### src/hw/rtl/pdb_fifo.sv
// Small register FIFO with the head shown combinationally and a fill count.
`timescale 1ns / 1ps
`default_nettype none

module pdb_fifo #(
  parameter int unsigned WIDTH = 8,
  parameter int unsigned DEPTH = 4,
  localparam int unsigned PW = (DEPTH > 1) ? $clog2(DEPTH) : 1,
  localparam int unsigned CW = $clog2(DEPTH + 1)
) (
  input  wire logic             clk_i,
  input  wire logic             rst_ni,
  input  wire logic             push_i,
  input  wire logic [WIDTH-1:0] wdata_i,
  input  wire logic             pop_i,
  output logic      [WIDTH-1:0] rdata_o,
  output logic                  empty_o,
  output logic      [CW-1:0]    count_o
);

  logic [WIDTH-1:0] buf_q [DEPTH];
  logic [PW-1:0]    wptr_q, wptr_d, rptr_q, rptr_d;
  logic [CW-1:0]    cnt_q, cnt_d;

  always_comb begin
    wptr_d = push_i ? wptr_q + PW'(1) : wptr_q;
    rptr_d = pop_i  ? rptr_q + PW'(1) : rptr_q;
    cnt_d  = cnt_q + CW'(push_i) - CW'(pop_i);
  end

  // Pointer and count registers.
  always_ff @(posedge clk_i or negedge rst_ni) begin
    if (!rst_ni) begin
      wptr_q <= '0;
      rptr_q <= '0;
      cnt_q  <= '0;
    end else begin
      wptr_q <= wptr_d;
      rptr_q <= rptr_d;
      cnt_q  <= cnt_d;
    end
  end

  // Storage.
  always_ff @(posedge clk_i) begin
    if (push_i) begin
      buf_q[wptr_q] <= wdata_i;
    end
  end

  assign rdata_o = buf_q[rptr_q];
  assign empty_o = (cnt_q == '0);
  assign count_o = cnt_q;

endmodule

`default_nettype wire

### config.mk
export PLATFORM = sky130hd
export DESIGN_NAME = pdb_fifo
export DESIGN_NICKNAME = d
export VERILOG_FILES = /design/src/hw/rtl/pdb_fifo.sv
export SDC_FILE = /design/constraint.sdc
export NUM_CORES = 1
export LEC_CHECK = 0
export ABC_AREA = 1
export BUFFER_PORTS_ARGS = -buffer_cell sky130_fd_sc_hd__buf_4
export CAP_MARGIN = 10
export CORE_UTILIZATION = 56
export CTS_CLUSTER_SIZE = 40
export DETAILED_ROUTE_END_ITERATION = 8
export PLACE_DENSITY = 0.84
export RECOVER_POWER = 100
export SLEW_MARGIN = 20
export SYNTH_ARGS = -nofsm -noshare
export SYNTH_HDL_FRONTEND = slang
export SYNTH_SLANG_ARGS = --single-unit
export TNS_END_PERCENT = 1
### constraint.sdc
create_clock -name clk_i -period 1.9 [get_ports clk_i]
set_clock_uncertainty 0.2 [all_clocks]
set_input_delay 0.475 -clock clk_i [delete_from_list [all_inputs] [get_ports clk_i]]
set_output_delay 0.475 -clock clk_i [all_outputs]
set_load 0.1 [all_outputs]
==> results.toml, run 1 <==
[outcome]
outcome = "finished with violations"
violations = "negative setup slack"

[timing]
max_clock_freq_mhz = 465
worstMarginPinSlew_ns = 0.410
slew_headroom_pct = 72.6
fin_crit_ns = 2.15
rsz0062_at_grt = "yes"
slew_violations = 0
setup_ws_ns = -0.252
fin_crit_sh_pct = 113
hold_viol_final = 0
setup_tns_ns = -1.72
setup_viol = 9

[detailed_routing]
drc = 0
detail_route.wl_per_cell_um = 15.5
final_antenna_net_count = 0
drt_iter0_drc = 38
first_pass_iters = 4
via_per_inst = 4.87
vias = 1207
routed_wl_mm = 3.84

[die]
io_pins = 24
die_y_um = 58.6
die_w_um = 58.6
start_util_pct = 58.9
rows = 20
die_area_um2 = 3440
core_um2 = 3050

[logic_synthesis]
syn-num-nets = 189
syn_area_um2 = 1800
ys.flop_type = "edfxtp_1"
ys_warn_count = 0
avgSynthCellArea_um2 = 10.6
synth_seq_cells = 39
yosys.area.top_type = "edfxtp_1"
async_flop_share_pct = 17.9
yosys-top-cells-area = "edfxtp_1, dfrtp_1, inv_1, nand2_1, nand3_1"
synth_edf_count = 32
synth_cell_types = 18
synth_top_area_share_pct = 53.5
postSynthCellCount = 170
yosysSeqAreaShare_pct = 63.2

[global_routing]
grt_pass1_wl_mm = 5.60
antenna_found_initial = 0
grt_max_degree = 17
first_global_vias = 1237
grt_remaining_overflow = 0
track_usage_pct = 23.5

[critical_path]
critPathMaxStageDelay_ns = 0.50
crit_path_start_kind = "flip-flop"
cp_slowest_cell = "dfrtp_2"
r2r_setup_slack_ns = 0.04
r2r_start = "count_o[0]$_DFF_PN0_"
crit_end = "rdata_o[1]"
r2r-end = "count_o[2]$_DFF_PN0_"
worstPathMaxFanout = 16
arrival_ns = 1.48
r2r_cells = 7
critPathRequiredTime_ns = 1.22
crit_type = "reg -> out"
startpoint = "rptr_q[0]$_DFFE_PN0P_"
endpoint_kind = "primary output"
cp_cell_sequence = "inv_8 > nand2_1 > nand3_2 > nand2_2 > buf_12"

[clock_network]
cts_tree = "yes"
clk_pin_slew_worst_paths_ns = 0.11
clock-sinks = 39
numCtsBuffers = 5
clk_latency_ns = 0.34
htreeDepth = 2
cts-root-buf = "clkbuf_4"
ctsLongestPathBuffers = 2

[job]
drv_cap = 0

[cells_and_area]
utilization_pct = 77.7
antenna-diode-count = 0
multi_input_area_um2 = 604
fillers = 203
seq_area_um2 = 1150
syn2layout_area_growth_pct = 32.0
final_area_um2 = 2370
fin_nets = 222
final_layout_size_suffix_gt1_share_pct = 38.7

[placed_design]
place_hpwl_mm = 2.35
gp_congestion = 0.656
port_buffers = 23
place_area_um2 = 2030

[min_path]
hp-class = "in -> reg"
==> logic make-up after synthesis <==
group | Yosys count | share of synthesized area, %
AND/OR/NAND/NOR | 70 | 17.1
buffers and inverters | 50 | 12.6
XOR/XNOR | 3 | 1.46
AO/OA/AOI/OAI | 1 | 0.278
flip-flops | 39 | 63.2
adder cells (fa/ha/maj) | 7 | 5.29
==> worst max-delay path, delay by kind of cell (launching register included) <==
family	cells	cell delay (ns)
simple gates	3	0.29
buf+inv	2	0.32
flops	1	0.50
==> synth_stat cells, types with 2 or more instances <==
master and count:
ha_1 6, xor2_1 3, edfxtp_1 32, nand2_1 43, nand3_1 17, inv_1 43, nand2_2 8, buf_6 2
dfrtp_1 7
==> layout by cell type (no fill, tap or decap) <==
cell type      synthesis  routed
edfxtp_1              32      32
clkbuf_1               0      11
nand2_4                0       8
inv_1                 43      42
buf_4                  0       9
dfrtp_2                0       2
dfrtp_4                0       2
nor2_4                 0       1
buf_6                  2       2
clkbuf_4               0       5
buf_12                 1      10
xor2_1                 3       3
nand2_2                8      22
inv_4                  0       2
ha_1                   6       6
dlygate4sd3_1          0       1
nand2_1               43      21
nand3_2                0      13
inv_8                  0       1
dfrtp_1                7       3
nand3b_1               1       1
clkinv_2               0       1
nand3_1               17       4
o21ai_1                1       1
fa_2                   0       1
==> per-layer routing <==
layer	up-vias	share of wire, %	track usage, %
met5	-	0	0
met4	0	2.6	8.16
met3	10	3.6	7.69
met2	26	58	43.2
met1	586	36	25.5
li1	585	-	-
==> worst min-delay path by stage <==
stage | startpoint | end | slack [ns] | depth (start not counted)
floorplan | rst_ni | count_o[2]$_DFF_PN0_ | -0.02 | 0
global placement | rst_ni | count_o[1]$_DFF_PN0_ | 0.09 | 1
detailed placement | rst_ni | count_o[1]$_DFF_PN0_ | 0.09 | 1
CTS | wdata_i[3] | buf_q[0][3]$_DFFE_PP_ | 0.12 | 1
global route | push_i | wptr_q[0]$_DFFE_PN0P_ | 0.15 | 2
finish | push_i | wptr_q[0]$_DFFE_PN0P_ | 0.16 | 2
==> through the flow <==
step                      instances  setup slack (ns)  hold WS (ns)
final                           248            -0.252         0.158
after global routing            248            -0.294         0.150
after CTS                       246            -0.181         0.120
after detailed placement        237            -0.120        0.0948
after global placement          237          -0.00165        0.0920
after floorplan                 170            -0.166       -0.0206
==> layout make-up <==
type / count / share of cell area (%)
clock inverters: 1 / 0.211
clock buffers: 7 / 1.90
multi-input cells: 81 / 25.5
inverters: 45 / 7.65
flip-flops and latches: 39 / 48.3
repair buffers: 31 / 14.1
well taps: 44 / 2.32
==> repair_timing <==
action                                  CTS  global route
endpoints found under the hold margin     7             0
pin swaps                                 2            26
setup buffers                             0             1
gates resized for setup                  45            36
endpoints found under the setup margin   10            10
hold buffers                              1             0
cloned                                    0             1
==> state kept, by name, indices dropped and copies added, names as in the netlist <==
name     count
wptr_q       2
buf_q       32
count_o      3
rptr_q       2
Power of run 1 is not shown: default switching activity piles up to over one toggle a cycle in this logic, so the estimate is an artifact.
==> inputs of run 2 (changes only) <==
Settings changed: MAX_ROUTING_LAYER from default to met4.
==> run 2 against run 1 <==
Net effect:
- the flow still finishes with violations (negative setup slack)
- count of clock-buffer cells in the layout stayed put
- die area unchanged
- critical path depth unchanged
- via count down 0.75%
- flip-flop and latch count unchanged
- wire length did not move
==> results.toml, run 2 (synthesis results as in run 1) <==
[min_path]
hp-class = "in -> reg"

[timing]
fin_crit_ns = 2.15
setup_viol = 9
setup_ws_ns = -0.255
whs_ns = 0.157
fin_crit_sh_pct = 113
max_clock_freq_mhz = 464
rsz0062_at_grt = "yes"
hold_viol_final = 0
slew_headroom_pct = 73.2
worstMarginPinSlew_ns = 0.402
slew_violations = 0

[placed_design]
place_hpwl_mm = 2.35
gp_congestion = 0.662
port_buffers = 23

[critical_path]
crit_path_start_kind = "flip-flop"
endpoint_kind = "primary output"
crit_type = "reg -> out"
worstPathMaxFanout = 16
arrival_ns = 1.48
critPathRequiredTime_ns = 1.22

[global_routing]
grt_pass1_wl_mm = 5.60
first_global_vias = 1245
grt_remaining_overflow = 0
track_usage_pct = 24.3
antenna_found_initial = 0
grt_max_degree = 17

[clock_network]
cts-root-buf = "clkbuf_4"
clock-sinks = 39
ctsLongestPathBuffers = 2
cts_tree = "yes"
numCtsBuffers = 5
htreeDepth = 2
clk_pin_slew_worst_paths_ns = 0.11
clk_latency_ns = 0.34

[detailed_routing]
vias = 1198
first_pass_iters = 4
met3_length_um = 128
wl_met1_mm = 1.41
top_layer_used = "met4"
drc = 0
final_antenna_net_count = 0
routed_wl_mm = 3.84
detail_route.wl_per_cell_um = 15.5
wl_met2_mm = 2.21
via_per_inst = 4.83
drt_iter0_drc = 52

[cells_and_area]
antenna-diode-count = 0
regMostFlops = "buf_q"
final_layout_size_suffix_gt1_share_pct = 38.7
fin_nets = 222
layout_commonest_cell = "inv_1"
layout_common_cells = "inv_1, edfxtp_1, nand2_2"
largest_reg_flops = 32
syn2layout_area_growth_pct = 32.0

[die]
io_pins = 24
start_util_pct = 58.9
die_y_um = 58.6
rows = 20
core_um2 = 3050
die_area_um2 = 3440
die_w_um = 58.6

[outcome]
violations = "negative setup slack"
outcome = "finished with violations"

[job]
drv_cap = 0
run 2: area by class of cell:
cell class	instances	area, um2
sequential	39	1150
multi-input combinational	81	604
timing repair buffer	31	334
fill	203	682
clock inverter	1	5.00
tap	44	55.1
clock buffer	7	45.0
inverter	45	181
run 2: worst paths after layout:
kind	cells past startpoint	endpoint	startpoint	slack (ns)
setup reg to reg	7	count_o[2]$_DFF_PN0_	count_o[0]$_DFF_PN0_	0.04
min in group asynchronous	2	rptr_q[1]$_DFFE_PN0P_	rst_ni	0.37
max in group asynchronous	2	count_o[0]$_DFF_PN0_	rst_ni	0.81
hold reg to reg	1	wptr_q[0]$_DFFE_PN0P_	wptr_q[0]$_DFFE_PN0P_	0.34
setup / recovery	5	rdata_o[1]	rptr_q[0]$_DFFE_PN0P_	-0.25
hold / removal	2	wptr_q[0]$_DFFE_PN0P_	push_i	0.16
run 2: worst max-delay path, cell delays in order, from the launching register on:
cell and delay [ns]:
dfrtp_2 0.50, inv_8 0.15, nand2_1 0.13, nand3_2 0.11
nand2_2 0.07, buf_12 0.17
run 2: metal layers:
| layer | vias to the layer above | track usage (%) |
|---|---|---|
| met5 | - | - |
| met4 | 0 | 8.16 |
| met3 | 8 | 7.69 |
| met2 | 27 | 43.2 |
| met1 | 579 | 25.5 |
| li1 | 584 | - |
run 2: timing repair:
action                     CTS  global route
cloned                       0             1
setup endpoints to repair   10            10
hold endpoints to repair     7             0
pin swaps                    2            26
gates resized for setup     45            36
setup buffers                0             1
hold buffers                 1             0
run 2: through the flow:
| step | cells | area, um2 | setup TNS, ns | setup slack [ns] | utilization, % |
|---|---|---|---|---|---|
| after floorplan | 170 | 1820 | -1.42 | -0.166 | - |
| after global placement | 237 | 2030 | -0.00165 | -0.00165 | 66.4 |
| after detailed placement | 237 | 2030 | -0.120 | -0.120 | 66.4 |
| after CTS | 246 | 2250 | -1.45 | -0.181 | 73.8 |
| after global routing | 248 | 2370 | -2.17 | -0.294 | 77.7 |
| final | 248 | 2370 | -1.73 | -0.255 | 77.7 |
Power of run 2 is left out for the same reason.
